<file path="config.mk">
export PLATFORM = sky130hd
export DESIGN_NAME = length_prefixed_stream_deframer_unit
export DESIGN_NICKNAME = d
export VERILOG_FILES = /design/src/hw/rtl/lpsd_pkg.sv /design/src/hw/rtl/lpsd_front.sv /design/src/hw/rtl/lpsd_queue.sv /design/src/hw/rtl/lpsd_back.sv /design/src/hw/rtl/length_prefixed_stream_deframer_unit.sv
export SDC_FILE = /design/constraint.sdc
export NUM_CORES = 1
export LEC_CHECK = 0
export BUFFER_PORTS_ARGS = -buffer_cell sky130_fd_sc_hd__buf_2
export CORE_MARGIN = 1.5
export CORE_UTILIZATION = 55
export DETAILED_ROUTE_END_ITERATION = 8
export PLACE_DENSITY = 0.74
export SYNTH_ARGS = -nofsm -noshare
export SYNTH_HDL_FRONTEND = slang
export SYNTH_SLANG_ARGS = --single-unit
</file>
<file path="constraint.sdc">
create_clock -name i_clk -period 8.3 [get_ports i_clk]
set_clock_uncertainty 0.2 [all_clocks]
set_input_delay 1.245 -clock i_clk [delete_from_list [all_inputs] [get_ports i_clk]]
set_output_delay 1.245 -clock i_clk [all_outputs]
set_load 0.01 [all_outputs]
</file>
<file path="src/hw/rtl/lpsd_pkg.sv">
// Shared constants and types for the length-prefixed stream deframer.
package lpsd_pkg;

    // Header layout, byte offsets within a frame header
    localparam int unsigned POS_W = 5;
    localparam logic [POS_W-1:0] HEADER_BYTES = 5'd22;
    localparam logic [POS_W-1:0] SRC_PORT_AT  = 5'd8;
    localparam logic [POS_W-1:0] DST_ID_AT    = 5'd10;
    localparam logic [POS_W-1:0] DST_PORT_AT  = 5'd18;
    localparam logic [POS_W-1:0] LENGTH_AT    = 5'd20;

    // Default depth of the queue between parser and output stage
    localparam int unsigned QUEUE_DEPTH_DEF = 4;

    // One payload beat with the header fields of its frame
    typedef struct packed {
        logic [63:0] source_id;
        logic [15:0] source_port;
        logic [15:0] dest_port;
        logic [15:0] payload_length;
        logic [7:0]  payload_byte;
        logic        frame_end;
    } t_beat;

    // Push side of the queue
    typedef struct packed {
        logic  valid;
        t_beat beat;
    } t_push;

    // Queue status seen by the parser and the output stage
    typedef struct packed {
        logic full;
        logic empty;
    } t_q_status;

endpackage

</file>
<file path="src/hw/rtl/lpsd_front.sv">
// Header parser: collects header fields and classifies each byte.
module lpsd_front (
    input  logic              i_clk,
    input  logic              i_rst_n,
    input  logic              i_accept,
    input  logic [7:0]        i_data_byte,
    output lpsd_pkg::t_push   o_push
);

    logic [lpsd_pkg::POS_W-1:0] r_pos, n_pos;
    logic [63:0] r_src_id, n_src_id;
    logic [15:0] r_src_port, n_src_port;
    logic [15:0] r_dst_port, n_dst_port;
    logic [15:0] r_len, n_len;
    logic [15:0] r_left, n_left;
    logic        in_payload;
    logic        last;

    assign in_payload = (r_pos == lpsd_pkg::HEADER_BYTES);
    assign last       = (r_left <= 16'd1);

    // Walk the header, then count down the payload
    always_comb begin
        n_pos      = r_pos;
        n_src_id   = r_src_id;
        n_src_port = r_src_port;
        n_dst_port = r_dst_port;
        n_len      = r_len;
        n_left     = r_left;
        if (i_accept) begin
            if (!in_payload) begin
                if (r_pos < lpsd_pkg::SRC_PORT_AT) begin
                    n_src_id = {r_src_id[55:0], i_data_byte};
                end else if (r_pos < lpsd_pkg::DST_ID_AT) begin
                    n_src_port = {r_src_port[7:0], i_data_byte};
                end else if (r_pos < lpsd_pkg::DST_PORT_AT) begin
                    // destination id: drop
                    n_src_id = r_src_id;
                end else if (r_pos < lpsd_pkg::LENGTH_AT) begin
                    n_dst_port = {r_dst_port[7:0], i_data_byte};
                end else begin
                    n_len = {r_len[7:0], i_data_byte};
                end
                if (r_pos == lpsd_pkg::HEADER_BYTES - 5'd1) begin
                    // keepalive frames go straight back to a new header
                    if (n_len == 16'd0) begin
                        n_pos = '0;
                    end else begin
                        n_left = n_len;
                        n_pos  = lpsd_pkg::HEADER_BYTES;
                    end
                end else begin
                    n_pos = r_pos + 5'd1;
                end
            end else begin
                if (last) begin
                    n_left = '0;
                    n_pos  = '0;
                end else begin
                    n_left = r_left - 16'd1;
                end
            end
        end
    end

    // Hold parser state
    always_ff @(posedge i_clk) begin
        if (!i_rst_n) begin
            r_pos      <= '0;
            r_left     <= '0;
            r_src_id   <= '0;
            r_src_port <= '0;
            r_dst_port <= '0;
            r_len      <= '0;
        end else begin
            r_pos      <= n_pos;
            r_left     <= n_left;
            r_src_id   <= n_src_id;
            r_src_port <= n_src_port;
            r_dst_port <= n_dst_port;
            r_len      <= n_len;
        end
    end

    // Emit a beat for every payload byte
    always_comb begin
        o_push.valid               = i_accept && in_payload;
        o_push.beat.source_id      = r_src_id;
        o_push.beat.source_port    = r_src_port;
        o_push.beat.dest_port      = r_dst_port;
        o_push.beat.payload_length = r_len;
        o_push.beat.payload_byte   = i_data_byte;
        o_push.beat.frame_end      = last;
    end

endmodule

</file>
<file path="src/hw/rtl/lpsd_queue.sv">
// Short FIFO of payload beats between parser and output stage.
module lpsd_queue #(
    parameter int unsigned QUEUE_DEPTH = lpsd_pkg::QUEUE_DEPTH_DEF
) (
    input  logic                i_clk,
    input  logic                i_rst_n,
    input  lpsd_pkg::t_push     i_push,
    input  logic                i_pop,
    output lpsd_pkg::t_beat     o_head,
    output lpsd_pkg::t_q_status o_status
);

    localparam int unsigned PTR_W = (QUEUE_DEPTH > 1) ? $clog2(QUEUE_DEPTH) : 1;
    localparam int unsigned CNT_W = $clog2(QUEUE_DEPTH + 1);

    lpsd_pkg::t_beat r_mem [QUEUE_DEPTH];
    logic [PTR_W-1:0] r_wr_ptr, r_rd_ptr;
    logic [CNT_W-1:0] r_count;
    logic             do_push, do_pop;

    assign o_status.full  = (r_count == CNT_W'(QUEUE_DEPTH));
    assign o_status.empty = (r_count == '0);
    assign do_push        = i_push.valid && !o_status.full;
    assign do_pop         = i_pop && !o_status.empty;
    assign o_head         = r_mem[r_rd_ptr];

    // Advance pointers and count
    always_ff @(posedge i_clk) begin
        if (!i_rst_n) begin
            r_wr_ptr <= '0;
            r_rd_ptr <= '0;
            r_count  <= '0;
        end else begin
            if (do_push) begin
                r_wr_ptr <= (r_wr_ptr == PTR_W'(QUEUE_DEPTH - 1)) ? '0 : r_wr_ptr + 1'b1;
            end
            if (do_pop) begin
                r_rd_ptr <= (r_rd_ptr == PTR_W'(QUEUE_DEPTH - 1)) ? '0 : r_rd_ptr + 1'b1;
            end
            if (do_push && !do_pop) begin
                r_count <= r_count + 1'b1;
            end else if (do_pop && !do_push) begin
                r_count <= r_count - 1'b1;
            end
        end
    end

    // Store the incoming beat
    always_ff @(posedge i_clk) begin
        if (do_push) begin
            r_mem[r_wr_ptr] <= i_push.beat;
        end
    end

endmodule

</file>
<file path="src/hw/rtl/lpsd_back.sv">
// Output register stage: presents queued beats to the receiver.
module lpsd_back (
    input  logic                i_clk,
    input  logic                i_rst_n,
    input  lpsd_pkg::t_beat     i_head,
    input  lpsd_pkg::t_q_status i_status,
    input  logic                i_stall,
    output logic                o_pop,
    output logic                o_valid,
    output lpsd_pkg::t_beat     o_beat
);

    logic            r_valid;
    lpsd_pkg::t_beat r_beat;

    // Load when the register is empty or its beat is being taken
    assign o_pop   = !i_status.empty && (!r_valid || !i_stall);
    assign o_valid = r_valid;
    assign o_beat  = r_beat;

    always_ff @(posedge i_clk) begin
        if (!i_rst_n) begin
            r_valid <= 1'b0;
        end else if (o_pop) begin
            r_valid <= 1'b1;
        end else if (!i_stall) begin
            r_valid <= 1'b0;
        end
        if (o_pop) begin
            r_beat <= i_head;
        end
    end

endmodule

</file>
<file path="src/hw/rtl/length_prefixed_stream_deframer_unit.sv">
// Top level of the length-prefixed stream deframer.
//
// Input channel: one raw stream byte per beat (i_valid, i_data_byte, o_stall).
// Output channel: one payload byte per beat with the frame's source id,
// source port, destination port and payload length, and o_frame_end on the
// last byte of a frame (o_valid, i_stall).
// Each frame is a 22-byte header followed by payload_length bytes; header
// bytes and zero-length keepalive frames produce no output beats.
// Throughput: one byte per cycle on both channels while neither side stalls;
// the header/payload counters in the parser advance on every accepted byte.
// A payload byte is written to the queue at the edge that accepts it; once
// it is at the head of the queue and the output register is empty or its
// beat is being taken, it moves into the output register and is presented.
// When the receiver stalls, the output register holds its beat and further
// beats collect in the queue (QUEUE_DEPTH entries); once it is full, o_stall
// rises and input beats are held off. The parser keeps running while the
// queue has room, so a new header can be parsed during a stall.
// Reset (synchronous, active low) empties the queue and output register and
// restarts the parser at the first byte of a header.
module length_prefixed_stream_deframer_unit #(
    parameter int unsigned QUEUE_DEPTH = lpsd_pkg::QUEUE_DEPTH_DEF
) (
    input  logic        i_clk,
    input  logic        i_rst_n,
    input  logic        i_valid,
    input  logic [7:0]  i_data_byte,
    output logic        o_stall,
    output logic        o_valid,
    input  logic        i_stall,
    output logic [63:0] o_source_id,
    output logic [15:0] o_source_port,
    output logic [15:0] o_dest_port,
    output logic [15:0] o_payload_length,
    output logic [7:0]  o_payload_byte,
    output logic        o_frame_end
);

    lpsd_pkg::t_push     push;
    lpsd_pkg::t_beat     head;
    lpsd_pkg::t_beat     out_beat;
    lpsd_pkg::t_q_status q_status;
    logic                accept;
    logic                pop;

    // Take an input beat whenever the queue has room
    assign o_stall = q_status.full;
    assign accept  = i_valid && !o_stall;

    lpsd_front u_front (
        .i_clk       (i_clk),
        .i_rst_n     (i_rst_n),
        .i_accept    (accept),
        .i_data_byte (i_data_byte),
        .o_push      (push)
    );

    lpsd_queue #(
        .QUEUE_DEPTH (QUEUE_DEPTH)
    ) u_queue (
        .i_clk    (i_clk),
        .i_rst_n  (i_rst_n),
        .i_push   (push),
        .i_pop    (pop),
        .o_head   (head),
        .o_status (q_status)
    );

    lpsd_back u_back (
        .i_clk    (i_clk),
        .i_rst_n  (i_rst_n),
        .i_head   (head),
        .i_status (q_status),
        .i_stall  (i_stall),
        .o_pop    (pop),
        .o_valid  (o_valid),
        .o_beat   (out_beat)
    );

    // Break out the output beat
    assign o_source_id      = out_beat.source_id;
    assign o_source_port    = out_beat.source_port;
    assign o_dest_port      = out_beat.dest_port;
    assign o_payload_length = out_beat.payload_length;
    assign o_payload_byte   = out_beat.payload_byte;
    assign o_frame_end      = out_beat.frame_end;

endmodule

</file>
==> run metrics <==
Design Area, Final=30530 µm²; Leak Pwr=9.762 nW; post-CTS sizing=0; Area Growth Syn to Fin=13.32%; gpl congestion=0.8384; Max VDD drop=255.3 µV; H-tree levels=3; Routed Wire Length=51610 µm; PnR worst setup slack=4.261 ns; Tmin final=4.039 ns; gr usage total=21.02%; hold crit path type=register to register; drt via density=5.818; fraction of registers with async set or reset after synthesis=0%; DR DRC count=0; peak fanout along the critical path=65; pwr dens=298.4 nW/µm²; CP Launch Type=register; I/O pin count=135; GRT overflow=0; dpl cells=2188; HPWL Detailed=28530 µm; fin util=63.54%; WL per Instance=22.25 µm; Synth Instances=1504; row count=80; max frequency=247.6 MHz; clk sink count=746; Chip Width=224.3 µm; vias in the first global route=13420; Fin. Hold Viols=0; Worst Setup Path Type=register to register; Yosys cell types=47; sequential share of the synthesized area=77.91%; Avg Inst Size Synth=17.91 µm²; Max-slew headroom=29.72%; TNS Setup=0 ns; CTS Root Cell=clkbuf_16; net count after synthesis=1528; top_reg_cell synth=edfxtp_1; most frequent cells in the layout=edfxtp_1, nand2_1, dfxtp_1; YS warnings=0; Max Cap Violations=0; Slew Viols, Final=0; status=complete, no violations; placed cell area=28220 µm²; Post-Place Worst Slack=3.791 ns; Required @ worst endpoint=8.31 ns; unrepaired setup endpoints after global routing=false; Post-synth EDFFs=605; via count=13500; Initial Util=56.07%; Critical-path top delay cell=and3_4; largest net degree at the start of global routing=80; clk_lat worst skew=0.60 ns; Die Height=224.3 µm; DRT antenna net count=0; share of layout cells above drive strength 1=22.64%; crit-path cells=ha_1, and4b_1, and3_4, buf_4; DR iter-0 viols=1279; commonest non-fill, non-tap cell in the layout=edfxtp_1; fill count=3236; Num CTS Buffers=72; mapped cell area=26940 µm²; clock-pin transition on the worst setup and hold timing paths=0.06 ns; Post-CTS Setup Bufs=0; Initial DRT Pass Iterations=5; nature of the critical path endpoint=register; setup violators final=0; CTS tree=done; global-route wire length before repair=79720 µm; Die ar.=50320 µm²; non-filler instance count after layout=2320; measured slew at the worst slew-check pin=1.054 ns; Hold Buf Count CTS=0; #FFs+latches synth=746; Final nets=1671; Port Buffers=134; Max clock buf depth=3; n_diodes=0; initial antenna violation count=0; final worst-path cycle share=48.66%; crit path DAT=4.05 ns; Core Region=48050 µm²; max incr delay on CP=1.05 ns
[cell usage after synthesis (all sizes together), types with 11 or more instances]
| cell | count | share of area (%) |
|---|---|---|
| inv | 12 | 0.17 |
| clkbuf | 54 | 0.75 |
| buf | 26 | 0.43 |
| a21oi | 116 | 2.2 |
| nand2 | 199 | 2.8 |
| nor3 | 17 | 0.32 |
| mux4 | 121 | 10 |
| mux2i | 38 | 1.4 |
| ha | 11 | 0.51 |
| dfxtp | 141 | 10 |
| nor2 | 59 | 0.82 |
| edfxtp | 605 | 67 |
| o21ai | 25 | 0.48 |
[worst paths after layout]
check / startpoint / endpoint / slack, ns / cells after the start
max: u_front.r_pos[1]$_SDFFE_PN0P_ / u_queue.r_mem[1][117]$_DFFE_PP_ / 4.26 / 4
min: u_front.r_left[8]$_SDFFE_PN0P_ / u_front.r_left[8]$_SDFFE_PN0P_ / 0.28 / 2
max reg2reg: u_front.r_pos[1]$_SDFFE_PN0P_ / u_queue.r_mem[1][117]$_DFFE_PP_ / 4.26 / 4
min reg2reg: u_front.r_left[8]$_SDFFE_PN0P_ / u_front.r_left[8]$_SDFFE_PN0P_ / 0.28 / 2
[worst max-delay path, delay by kind of cell (launching register included)]
kind                     cells  cell delay [ns]
adder cells (fa/ha/maj)      1             0.23
buffers and inverters        1             0.84
flip-flops                   1             0.42
AND/OR/NAND/NOR              2             1.90
[metrics by stage]
| step | total power [W] | hold slack (ns) |
|---|---|---|
| floorplan | 0.005598 | 0.2482 |
| global placement | 0.006056 | 0.2533 |
| detailed placement | 0.006066 | 0.2686 |
| CTS | 0.009222 | 0.2767 |
| global route | 0.009464 | 0.3127 |
| finish | 0.009110 | 0.2776 |
[area by class of cell]
| cell class | count | area, µm² | area share [%] |
|---|---|---|---|
| Clock buffer | 108 | 2092 | 6.852 |
| Clock inverter | 24 | 220.2 | 0.7213 |
| Inverter | 12 | 52.55 | 0.1721 |
| Multi-Input combinational cell | 666 | 5614 | 18.39 |
| Sequential cell | 746 | 21000 | 68.78 |
| Tap cell | 615 | 769.5 | 2.520 |
| Timing Repair Buffer | 149 | 783.3 | 2.566 |
[power by group]
group,internal [W],switching (W)
sequential,0.00445,0.000193
clock,0.00184,0.00132
combinational,0.000543,0.000751
total,0.00684,0.00227
[cell families after synthesis]
group / after synthesis / synth area share [%]
flops: 746 / 77.91
simple gates: 322 / 5.090
fa+ha+maj: 12 / 0.5852
mux: 159 / 11.53
xor+xnor: 5 / 0.1625
compound gates: 168 / 3.376
buf+inv: 92 / 1.347
[registers in the layout, summed over array words and instances (netlist names)]
name and count:
u_front.r_src_id 64, u_front.r_src_port 16, u_queue.r_count 3, u_front.r_dst_port 16
u_front.r_len 16, u_queue.r_mem 484, u_back.o_valid 1, u_back.o_beat 121
u_queue.r_rd_ptr 2, u_front.r_pos 5, u_queue.r_wr_ptr 2, u_front.r_left 16
[layer usage]
metal  track usage, %  wire length, µm  vias up
met5                0                0        -
met4            6.798             1370        0
met3            3.684             2826       95
met2            33.96            25730      413
met1            29.49            21690     6876
li1                 -                -     6113
(Power assumes the default switching activity.)
